File: src/rtl/core/udiv_pkg.sv
// Shared widths, controller state encoding and command/status types for the divider.
package udiv_pkg;

    localparam int unsigned DIVIDEND_W = 64;
    localparam int unsigned DIVISOR_W  = 32;
    localparam int unsigned STEP_CNT_W = $clog2(DIVIDEND_W);
    localparam int unsigned S_TDATA_W  = ((DIVIDEND_W + DIVISOR_W + 7) / 8) * 8;
    localparam int unsigned M_TDATA_W  = ((DIVIDEND_W + DIVISOR_W + 7) / 8) * 8;

    localparam logic [STEP_CNT_W-1:0] LAST_STEP = STEP_CNT_W'(DIVIDEND_W - 1);

    typedef enum logic [2:0] {
        ST_IDLE   = 3'b001,
        ST_BUSY   = 3'b010,
        ST_FINISH = 3'b100
    } state_t;

    typedef struct packed {
        logic load;
        logic step;
        logic out_load;
    } cmd_t;

    typedef struct packed {
        logic divisor_zero;
        logic last_step;
    } status_t;

endpackage

File: src/rtl/core/unsigned_divide_64_by_32_top.sv
// Top level of the unsigned 64-by-32 restoring divider.
//
//  Channel  Direction  Payload
//  s_       in         tdata: dividend[63:0], divisor[95:64]
//  m_       out        tdata: quotient[63:0], remainder[95:64]; tuser: divide_by_zero
//
// For a nonzero divisor the operands load on the input transfer itself, then the single
// shift-and-subtract stage iterates once per dividend bit, and the result register loads
// as soon as it is free (empty or being taken). A zero divisor skips the iterations.
// One item is in the iteration stage at a time; a finished result may wait in the
// output register while the next item is accepted and divided.
// aresetn is synchronous, active low, and clears the controller and the valid flag.
module unsigned_divide_64_by_32_top (
    input  logic                            aclk,
    input  logic                            aresetn,
    input  logic                            s_tvalid,
    output logic                            s_tready,
    input  logic [udiv_pkg::S_TDATA_W-1:0]  s_tdata,   // dividend, divisor
    output logic                            m_tvalid,
    input  logic                            m_tready,
    output logic [udiv_pkg::M_TDATA_W-1:0]  m_tdata,   // quotient, remainder
    output logic                            m_tuser    // divide_by_zero
);

    udiv_pkg::cmd_t    cmd;
    udiv_pkg::status_t status;

    udiv_ctrl u_ctrl (
        .aclk     (aclk),
        .aresetn  (aresetn),
        .s_tvalid (s_tvalid),
        .s_tready (s_tready),
        .m_tvalid (m_tvalid),
        .m_tready (m_tready),
        .status   (status),
        .cmd      (cmd)
    );

    udiv_datapath u_datapath (
        .aclk    (aclk),
        .aresetn (aresetn),
        .s_tdata (s_tdata),
        .m_tdata (m_tdata),
        .m_tuser (m_tuser),
        .cmd     (cmd),
        .status  (status)
    );

endmodule

File: src/rtl/core/udiv_ctrl.sv
// Sequencing state machine and result valid flag for the divider.
module udiv_ctrl (
    input  logic             aclk,
    input  logic             aresetn,
    input  logic             s_tvalid,
    output logic             s_tready,
    output logic             m_tvalid,
    input  logic             m_tready,
    input  udiv_pkg::status_t status,
    output udiv_pkg::cmd_t   cmd
);

    udiv_pkg::state_t state_reg, state_next;
    logic             out_valid_reg, out_valid_next;
    logic             in_xfer;
    logic             out_free;

    assign s_tready = (state_reg == udiv_pkg::ST_IDLE);
    assign m_tvalid = out_valid_reg;
    assign in_xfer  = s_tvalid && s_tready;
    assign out_free = !out_valid_reg || m_tready;

    always_comb begin
        state_next   = state_reg;
        cmd.load     = 1'b0;
        cmd.step     = 1'b0;
        cmd.out_load = 1'b0;
        unique case (state_reg)
            udiv_pkg::ST_IDLE: begin
                if (in_xfer) begin
                    cmd.load   = 1'b1;
                    state_next = status.divisor_zero ? udiv_pkg::ST_FINISH
                                                     : udiv_pkg::ST_BUSY;
                end
            end
            udiv_pkg::ST_BUSY: begin
                cmd.step = 1'b1;
                if (status.last_step) begin
                    state_next = udiv_pkg::ST_FINISH;
                end
            end
            udiv_pkg::ST_FINISH: begin
                if (out_free) begin
                    cmd.out_load = 1'b1;
                    state_next   = udiv_pkg::ST_IDLE;
                end
            end
            default: begin
                state_next = udiv_pkg::ST_IDLE;
            end
        endcase
    end

    always_comb begin
        out_valid_next = out_valid_reg;
        if (cmd.out_load) begin
            out_valid_next = 1'b1;
        end else if (m_tready) begin
            out_valid_next = 1'b0;
        end
    end

    always_ff @(posedge aclk) begin
        if (!aresetn) begin
            state_reg     <= udiv_pkg::ST_IDLE;
            out_valid_reg <= 1'b0;
        end else begin
            state_reg     <= state_next;
            out_valid_reg <= out_valid_next;
        end
    end

endmodule

File: src/rtl/core/udiv_datapath.sv
// Restoring shift-and-subtract datapath with step counter and result register.
module udiv_datapath (
    input  logic                                aclk,
    input  logic                                aresetn,
    input  logic [udiv_pkg::S_TDATA_W-1:0]      s_tdata,
    output logic [udiv_pkg::M_TDATA_W-1:0]      m_tdata,
    output logic                                m_tuser,
    input  udiv_pkg::cmd_t                      cmd,
    output udiv_pkg::status_t                   status
);

    localparam int unsigned QW = udiv_pkg::DIVIDEND_W;
    localparam int unsigned DW = udiv_pkg::DIVISOR_W;
    localparam int unsigned CW = udiv_pkg::STEP_CNT_W;

    logic [QW-1:0] shift_reg, shift_next;
    logic [DW-1:0] rem_reg, rem_next;
    logic [DW-1:0] den_reg, den_next;
    logic          dbz_reg, dbz_next;
    logic [CW-1:0] cnt_reg, cnt_next;

    logic [QW-1:0] quo_out_reg, quo_out_next;
    logic [DW-1:0] rem_out_reg, rem_out_next;
    logic          dbz_out_reg, dbz_out_next;

    logic [QW-1:0] in_dividend;
    logic [DW-1:0] in_divisor;
    logic [DW:0]   trial;
    logic [DW+1:0] diff;
    logic          fits;

    assign in_dividend = s_tdata[QW-1:0];
    assign in_divisor  = s_tdata[QW+DW-1:QW];

    assign trial = {rem_reg, shift_reg[QW-1]};
    assign diff  = {1'b0, trial} - {2'b00, den_reg};
    assign fits  = !diff[DW+1];

    assign status.divisor_zero = (in_divisor == '0);
    assign status.last_step    = (cnt_reg == udiv_pkg::LAST_STEP);

    always_comb begin
        shift_next = shift_reg;
        rem_next   = rem_reg;
        den_next   = den_reg;
        dbz_next   = dbz_reg;
        cnt_next   = cnt_reg;
        if (cmd.load) begin
            shift_next = in_dividend;
            rem_next   = '0;
            den_next   = in_divisor;
            dbz_next   = status.divisor_zero;
            cnt_next   = '0;
        end else if (cmd.step) begin
            shift_next = {shift_reg[QW-2:0], fits};
            rem_next   = fits ? diff[DW-1:0] : trial[DW-1:0];
            cnt_next   = cnt_reg + CW'(1);
        end
    end

    always_comb begin
        quo_out_next = quo_out_reg;
        rem_out_next = rem_out_reg;
        dbz_out_next = dbz_out_reg;
        if (cmd.out_load) begin
            quo_out_next = dbz_reg ? '1 : shift_reg;
            rem_out_next = dbz_reg ? shift_reg[DW-1:0] : rem_reg;
            dbz_out_next = dbz_reg;
        end
    end

    always_ff @(posedge aclk) begin
        if (!aresetn) begin
            cnt_reg <= '0;
        end else begin
            cnt_reg <= cnt_next;
        end
    end

    always_ff @(posedge aclk) begin
        shift_reg   <= shift_next;
        rem_reg     <= rem_next;
        den_reg     <= den_next;
        dbz_reg     <= dbz_next;
        quo_out_reg <= quo_out_next;
        rem_out_reg <= rem_out_next;
        dbz_out_reg <= dbz_out_next;
    end

    assign m_tdata = udiv_pkg::M_TDATA_W'({rem_out_reg, quo_out_reg});
    assign m_tuser = dbz_out_reg;

endmodule

File: config.mk
export PLATFORM = sky130hd
export DESIGN_NAME = unsigned_divide_64_by_32_top
export DESIGN_NICKNAME = d
export VERILOG_FILES = /design/src/rtl/core/udiv_pkg.sv /design/src/rtl/core/unsigned_divide_64_by_32_top.sv /design/src/rtl/core/udiv_ctrl.sv /design/src/rtl/core/udiv_datapath.sv
export SDC_FILE = /design/constraint.sdc
export NUM_CORES = 1
export LEC_CHECK = 0
export BUFFER_PORTS_ARGS = -buffer_cell sky130_fd_sc_hd__buf_4
export CORE_UTILIZATION = 58
export CTS_BUF_LIST = sky130_fd_sc_hd__clkbuf_4
export DETAILED_ROUTE_END_ITERATION = 8
export PLACE_DENSITY = 0.83
export SYNTH_ARGS = -nofsm -noshare
export SYNTH_HDL_FRONTEND = slang
export SYNTH_SLANG_ARGS = --single-unit
File: constraint.sdc
create_clock -name aclk -period 3.6 [get_ports aclk]
set_input_delay 0.36 -clock aclk [delete_from_list [all_inputs] [get_ports aclk]]
set_output_delay 0.36 -clock aclk [all_outputs]
set_load 0.01 [all_outputs]
## Yosys cells after proc, flatten, opt, wreduce, memory -nomap -nowiden

Cells that the tools add are included.

| operators by class | value |
|---|---|
| equal/unequal tests | 7 |
| add/sub/neg operators | 2 |
| shift-type cells | 0 |
| div/mod/pow operators | 0 |
| reductions and logical operators | 9 |
| bitwise logic cells | 1 |
| mux-type cells | 16 |
| order comparisons | 0 |
| multiply operators | 0 |

Operators with widths:

| cell | count |
|---|---|
| two-way mux 64 bit | 2 |
| two-way mux 32 bit | 2 |
| subtractor 33 x 32 -> 34 bit | 1 |
| logical NOT 32 bit | 1 |
| two-way mux 3 bit | 4 |
| one-hot mux 3 bit (3 select lines) | 1 |
| two-way mux 1 bit | 7 |
| adder 6 x 1 -> 6 bit (second input constant) | 1 |
| == test 6 bit (second input constant) | 1 |
| != test 2 bit (second input constant) | 2 |
| nonzero test 2 bit | 2 |
| == test 3 x 1 -> 1 bit (second input constant) | 1 |
| == test 3 x 2 -> 1 bit (second input constant) | 1 |
| == test 3 bit (second input constant) | 1 |
| AND reduction 3 bit | 1 |
| logical NOT 1 bit | 2 |
| != test 2 x 1 -> 1 bit (second input constant) | 1 |
| OR reduction 2 bit | 1 |
| logical AND 1 bit | 1 |
| logical OR 1 bit | 1 |
| inverter 1 bit | 1 |

| word-level totals | value |
|---|---|
| ROM bits | 0 |
| memories | 0 |
| bits in writable memories | 0 |
| input bits | 100 |
| flip-flop bits (word level) | 236 |
| word-level logic and storage cells | 45 |
| latch bits | 0 |

## Depth between registers and ports, before layout

Gate-level depths: netlist (run 1).

| depth | value |
|---|---|
| depth in word-level cells | 5 |
| mapped depth | 14 |

## By module

A second synthesis (run 1) with hierarchy kept.

| unflattened totals | value |
|---|---|
| cells, all modules | 907 |
| area total of the unflattened synthesis | 11357.1 µm² |

Modules (own cells, without submodules):

| module | cells each | area each (µm²) | times used |
|---|---|---|---|
| udiv_datapath | 880 | 11114.4 | 1 |
| udiv_ctrl | 27 | 242.7 | 1 |

## Worst setup path before layout (run 1)

No wires, ideal clock.

| path | value |
|---|---|
| path kind | input to register |
| from | input port m_tready |
| to | register u_datapath.dbz_out_reg, in the netlist u_datapath.m_tuser (enable) |
| slack | 360 ps |
| data required time | 3133 ps |
| library setup time | 467 ps |
| stages on the path | 2 |
| arrival | 2773 ps |
| buffers on the path | 0 |
| cells stage by stage | nand2b_1 > and3_1 |

RTL lines:

| item | line | RTL |
|---|---|---|
| start: declaration | unsigned_divide_64_by_32_top.sv:20 | `input logic m_tready,` |
| end signal: assignment | udiv_datapath.sv:87 | `dbz_out_reg <= dbz_out_next;` |
| end: declaration | udiv_datapath.sv:24 | `logic dbz_out_reg, dbz_out_next;` |

## Worst setup path in the final report (run 1)

| path | value |
|---|---|
| from | register u_datapath.shift_reg[63] |
| to | register u_datapath.rem_reg[28] |

| on the way | value |
|---|---|
| longest elaborated chain between the ends | 2 |

Ends and longest elaborated chain:

| item | line | RTL |
|---|---|---|
| start: declaration | udiv_datapath.sv:16 | `logic [QW-1:0] shift_reg, shift_next;` |
| start signal: assignment | udiv_datapath.sv:81 | `shift_reg <= shift_next;` |
| subtractor 33 x 32 -> 34 bit | udiv_datapath.sv:36 | `assign diff = {1'b0, trial} - {2'b00, den_reg};` |
| two-way mux 32 bit | udiv_datapath.sv:56 | `rem_next = fits ? diff[DW-1:0] : trial[DW-1:0];` |
| end signal: assignment | udiv_datapath.sv:82 | `rem_reg <= rem_next;` |
| end: declaration | udiv_datapath.sv:17 | `logic [DW-1:0] rem_reg, rem_next;` |

Every way passes these cells.
A chain may end at the register's enable or synchronous reset.

==> results_dict.tcl, run 1 <==
set metrics [dict create \
    setup_slack_ps 527 \
    gr-total-overflow 0 \
    grt_max_degree 99 \
    drt-initial-drc-count 907 \
    p_leak_nw 6.22 \
    worstMarginPinSlew_ps 1090 \
    ctsHtreeMaxLevel 2 \
    clockRootBuffer "clkbuf_4" \
    synth_compound_gate_area_share_pct 8.38 \
    busiest_layer "met2" \
    routed_wl_um 29600 \
    synth_edf_count 194 \
    dpl_cell_area_sq_mm 0.0127 \
    first_pass_iters 5 \
    synth_top_family_by_area "simple AND/OR/NAND/NOR gates" \
    stdcell_area_sq_mm 0.0145 \
    skew_ps 53.8 \
    drive_above_1_share_pct 31.3 \
    synthAdderAreaFrac_pct 3.93 \
    synth_ff_type "edfxtp_1" \
    irDropWorstVdd_mv 0.265 \
    nFillCells 1116 \
    drc 0 \
    port_buffers 198 \
    netSwitchingFraction_pct 24.9 \
    post-place-ws_ps 550 \
    relSlewSlack_pct 27.1 \
    synthDistinctLibCells 63 \
    die_area_sq_mm 0.0196 \
    antenna_found_initial 2 \
    power.switching_mw 1.56 \
    hold_violations 0 \
    synth_xor_area_share_pct 2.46 \
    finalNetCount 1441 \
    crit_type "flop to flop" \
    grt_pass1_vias 8716 \
    vias_per_cell 5.59 \
    ys_seq_area_share_pct 60.4 \
    die_w_um 140 \
    rows 50 \
    ys_seq_elements 236 \
    cp-end-kind "flop" \
    drv_cap 0 \
    synth_fp_nets 1122 \
    final_util_pct 77.6 \
    place_congestion 0.957 \
    die_h_um 140 \
    crit_fanout 5 \
    start_util_pct 59.2 \
    p_per_area_mw_per_mm2 432 \
    syn-cell-area_sq_mm 0.0110 \
    setup_tns_ps 0 \
    ant_nets 0 \
    finalMaxSlewViolations 0 \
    vias 8893 \
    grt_first_pass_wirelength_um 45300 \
    clkPwrFrac_pct 37.5 \
    finalSetupViolations 0 \
    hold_class "primary input to flop" \
    synth_warnings 0 \
    clock-sinks 236 \
    cts.clk_slew.worst_paths_ps 70 \
    grt_use_total_pct 30.1 \
    insertion_delay_ps 710 \
    rsz0062_at_grt "false" \
    final_common_cell "nand2_1" \
    cts_tree "yes" \
    final_cell_mix "242 x nand2_1, 203 x buf_4, 194 x edfxtp_1" \
    fmax_ghz 0.325 \
    grt_use_met2_pct 50.0 \
    seq_power_share_pct 51.3 \
    seqCellArea_sq_mm 0.00667 \
    p_int_mw 4.69 \
    grt.met3_usage_pct 6.46 \
    core-area_sq_mm 0.0186 \
    synth_simple_gate_area_share_pct 18.0 \
    power_mw 6.25 \
    routedWlPerCell_um 18.6 \
    start_kind "flop" \
    clock_path_buffers 3 \
    syn_avg_cell_area_sq_um 11.2 \
    cts_buffers 58 \
    combPwrFrac_pct 11.2 \
    timing.final.crit_period_ps 3070 \
    synthCells 988 \
    worstPathRequired_ps 4140 \
    period_share_pct 85.4 \
    use_met1_pct 38.1 \
    synth.area.mux_share_pct 3.53 \
    boundaryPins 199 \
    multiInputGateArea_sq_mm 0.00402 \
    hpwlAfterDp_um 17500 \
    worstPathArrival_ps 3610 \
    synth-async-reset-ratio_pct 0 \
    areaGrowthSynthToFinish_pct 31.2 \
    status "complete, no violations" \
]
==> power groups by stage <==
stage	registers [mW]	clock network (mW)	logic [mW]
global placement	3.25	0	0.571
CTS	3.19	2.33	0.678
finish	3.20	2.34	0.701
floorplan	3.23	0	0.384
detailed placement	3.25	0	0.584
global route	3.21	2.51	0.764
==> critical path, cell delays in order, from the launching register on <==
cell       delay [ps]
edfxtp_1          370
inv_1              50
ha_1              230
fa_1              420
and2b_1           230
o2111ai_1         100
and3b_1           260
o31ai_1           490
a21oi_1           250
o2111ai_1         210
o21ai_0           100
a21oi_1           130
o21ai_0            90
==> per-layer routing <==
layer / vias to the layer above / part of all wire (%)
met3: 82 / 8.4
met1: 4206 / 40
met4: 0 / 3.6
li1: 4153 / -
met2: 452 / 48
met5: - / 0
==> Yosys cell counts (all sizes together) (2+ instances only) <==
library cell	count	area (sq um)
a31oi	4	25.0
nand3	51	255
o21a	13	106
and3	8	55.1
a21boi	3	22.5
xor2	15	131
and2	3	21.3
nor3	2	10.0
nor2b	2	20.0
nor4	8	50.1
clkbuf	38	143
nand3b	2	15.0
nand2b	3	18.8
a21o	11	82.6
inv	40	150
a22o	2	17.5
a32oi	9	78.8
edfxtp	194	5830
dfxtp	42	841
a211oi	2	15.0
or2	66	413
buf	7	66.3
a21oi	36	184
mux2	31	349
nor2	30	113
ha	33	413
nand4	8	50.1
a41oi	2	25.0
o31ai	4	30.0
nand2	244	918
o211ai	2	28.8
a211o	2	17.5
xnor2	16	140
mux2i	4	40.0
o21ai	32	160
o2111ai	2	17.5
o21bai	3	22.5
==> logic make-up (layout without fill, tap and decap cells) <==
group                    after synthesis  after routing
AO/OA/AOI/OAI                        134            134
XOR/XNOR                              31             31
adder cells (fa/ha/maj)               34             34
buffers and inverters                 85            452
flip-flops                           236            236
multiplexers                          35             35
other                                  0              2
AND/OR/NAND/NOR                      433            433
==> worst paths after layout <==
kind | start | end | slack (ps) | cells after the start
setup / recovery | u_datapath.shift_reg[63] | u_datapath.rem_reg[28] | 530 | 12
hold / removal | s_tdata[82] | u_datapath.den_reg[18] | 420 | 2
setup reg to reg | u_datapath.shift_reg[63] | u_datapath.rem_reg[28] | 530 | 12
hold reg to reg | u_datapath.cnt_reg[1] | u_datapath.cnt_reg[1] | 480 | 2
==> layout make-up <==
| cell class | count | share of cell area (%) |
|---|---|---|
| Antenna cell | 2 | 0.0346 |
| Clock buffer | 99 | 5.14 |
| Clock inverter | 9 | 0.294 |
| Inverter | 40 | 1.05 |
| Multi-Input combinational cell | 667 | 27.7 |
| Sequential cell | 236 | 46.1 |
| Tap cell | 234 | 2.02 |
| Timing Repair Buffer | 304 | 17.7 |
==> repair_timing <==
action,in CTS,in global routing
gates resized for setup,0,0
hold buffers,99,0
hold endpoints to repair,100,0
setup buffers,0,0
setup endpoints to repair,0,0
==> stage by stage <==
step           instances  hold slack [ps]
3_3_place_gp        1382              466
5_1_grt             1591              381
3_5_place_dp        1382              477
4_1_cts             1589              377
6_report            1591              418
2_1_floorplan        988              424
No activity file was read; power rests on OpenSTA's default activity.
==> inputs of run 2 (changes only) <==
Settings changed: CELL_PAD_IN_SITES_DETAIL_PLACEMENT set to 1, CELL_PAD_IN_SITES_GLOBAL_PLACEMENT set to 2, CORE_ASPECT_RATIO set to 1.1, CORE_UTILIZATION 58 to 38, PLACE_DENSITY 0.83 to unset, PLACE_DENSITY_LB_ADDON set to 0.1.
==> results_dict.tcl, run 2 (synthesis gave the netlist of run 1 again) <==
set metrics [dict create \
    power_mw 6.62 \
    drv_cap 0 \
    slowest_stage "o31ai_1" \
    core-area_sq_mm 0.0286 \
    setup_tns_ps 0 \
    period_share_pct 89.0 \
    seq_power_share_pct 48.4 \
    crit_family "compound AO/OA/AOI/OAI gates" \
    min_to "u_datapath.shift_reg[63]" \
    drive_above_1_share_pct 31.8 \
    cts_tree "yes" \
    cts.clk_slew.worst_paths_ps 70 \
    routed_wl_um 31000 \
    worstPathArrival_ps 3710 \
    dpl_cell_area_sq_mm 0.0129 \
    port_buffers 198 \
    cp-end-kind "flop" \
    stdcell_area_sq_mm 0.0148 \
    final_common_cell "nand2_1" \
    ff2ff_setup_slack_ps 400 \
    hold_depth 3 \
    crit_fanout 5 \
    worstMarginPinSlew_ps 812 \
    p_int_mw 5.05 \
    areaGrowthSynthToFinish_pct 34.0 \
    die_w_um 164 \
    boundaryPins 199 \
    hold_class "primary input to flop" \
    clockRootBuffer "clkbuf_4" \
    status "complete, no violations" \
    grt_max_degree 69 \
    p_per_area_mw_per_mm2 448 \
    min-delay-start "s_tdata[63]" \
    cts_resized 0 \
    crit_type "flop to flop" \
    netSwitchingFraction_pct 23.7 \
    finalSetupViolations 0 \
    gr-total-overflow 0 \
    fmax_ghz 0.312 \
    r2r-start "u_datapath.shift_reg[63]" \
    combPwrFrac_pct 10.4 \
    drc 0 \
    clock_path_buffers 3 \
    clkPwrFrac_pct 41.3 \
    r2r-end "u_datapath.rem_reg[28]" \
    power.switching_mw 1.57 \
    finalNetCount 1449 \
    drt-initial-drc-count 423 \
    p_leak_nw 6.29 \
    routedWlPerCell_um 17.9 \
    rsz0062_at_grt "false" \
    final_cell_mix "242 x nand2_1, 206 x buf_4, 194 x edfxtp_1" \
    r2r_cells 12 \
    place_congestion 0.844 \
    die_h_um 181 \
    irDropWorstVdd_mv 0.192 \
    grt_first_pass_wirelength_um 48300 \
    start_util_pct 38.5 \
    cts_buffers 66 \
    grt_use_total_pct 21.1 \
    timing.final.crit_period_ps 3200 \
    crit_chain "inv_1 -> ha_1 -> fa_1 -> and2b_1 -> o2111ai_1 -> and3b_1 -> o31ai_1 -> a21oi_1 -> o2111ai_1 -> o21ai_0 -> a21oi_1 -> o21ai_0" \
    worstPathRequired_ps 4100 \
    hold_violations 0 \
    first_pass_iters 5 \
    ctsHtreeMaxLevel 3 \
    cp_slowest_stage_delay_ps 510 \
    vias 8573 \
    critical_path_buf_inv_count 1 \
    grt_pass1_vias 9004 \
    clock-sinks 236 \
    hpwlAfterDp_um 20600 \
    antenna_found_initial 2 \
    relSlewSlack_pct 45.9 \
    crit_start "u_datapath.shift_reg[63]" \
    vias_per_cell 4.95 \
    insertion_delay_ps 650 \
    rows 65 \
    ant_nets 0 \
    start_kind "flop" \
    finalMaxSlewViolations 0 \
    die_area_sq_mm 0.0297 \
    skew_ps 50.2 \
]
[run 2: cell count changes in the layout (fill, tap and decap cells not counted), sizes merged]
cell / before / now
clkinvlp: 0 / 1
dlygate4sd3: 99 / 96
bufinv: 0 / 4
clkbuf: 99 / 104
buf: 205 / 208
clkinv: 9 / 5
[run 2: worst max-delay path by stage]
stage | cells after the start | slack, ps | end
2_1_floorplan | 2 | 360 | u_datapath.m_tuser
3_3_place_gp | 12 | 490 | u_datapath.rem_reg[28]
3_5_place_dp | 12 | 370 | u_datapath.rem_reg[28]
4_1_cts | 12 | 340 | u_datapath.rem_reg[28]
5_1_grt | 12 | 50 | u_datapath.rem_reg[28]
6_report | 12 | 400 | u_datapath.rem_reg[28]
[run 2: worst reg2reg max path: stages, from the launching register on]
cell       delay (ps)
edfxtp_1          380
inv_1              60
ha_1              230
fa_1              410
and2b_1           240
o2111ai_1         120
and3b_1           260
o31ai_1           510
a21oi_1           260
o2111ai_1         220
o21ai_0           130
a21oi_1           150
o21ai_0           100
[run 2: layer usage]
layer | track usage, % | part of all wire [%] | up-vias
li1 | - | - | 4175
met3 | 4.40 | 5.1 | 56
met2 | 33.7 | 47 | 242
met1 | 28.4 | 46 | 4100
met5 | 0 | 0 | -
met4 | 7.27 | 2.2 | 0
[run 2: repair_timing]
| action | in CTS | in global routing |
|---|---|---|
| hold buffers | 96 | 0 |
| hold endpoints to repair | 99 | 0 |
| buffers inserted | 0 | 0 |
[run 2: through the flow]
step	cells	hold slack [ps]	setup WS (ps)	util (%)
final	1731	34.3	395	51.6
after global routing	1731	2.66	49.4	51.6
after CTS	1729	7.68	342	51.6
after detailed placement	1519	477	370	45.0
after global placement	1519	465	492	45.0
after floorplan	988	424	360	-
[run 2: cell type report]
class | count | area (sq um)
clock inverter | 10 | 151
tap | 368 | 460
inverter | 40 | 151
clock buffer | 104 | 781
sequential | 236 | 6670
fill | 3139 | 13800
timing repair buffer | 304 | 2550
antenna | 2 | 5.00
multi-input combinational | 667 | 4020
[run 2: power groups by stage]
stage          combinational [mW]  clock, mW  sequential [mW]
2_1_floorplan               0.384          0             3.23
3_3_place_gp                0.595          0             3.26
3_5_place_dp                0.606          0             3.26
4_1_cts                     0.695       2.83             3.20
5_1_grt                     0.766       2.97             3.22
6_report                    0.686       2.73             3.20
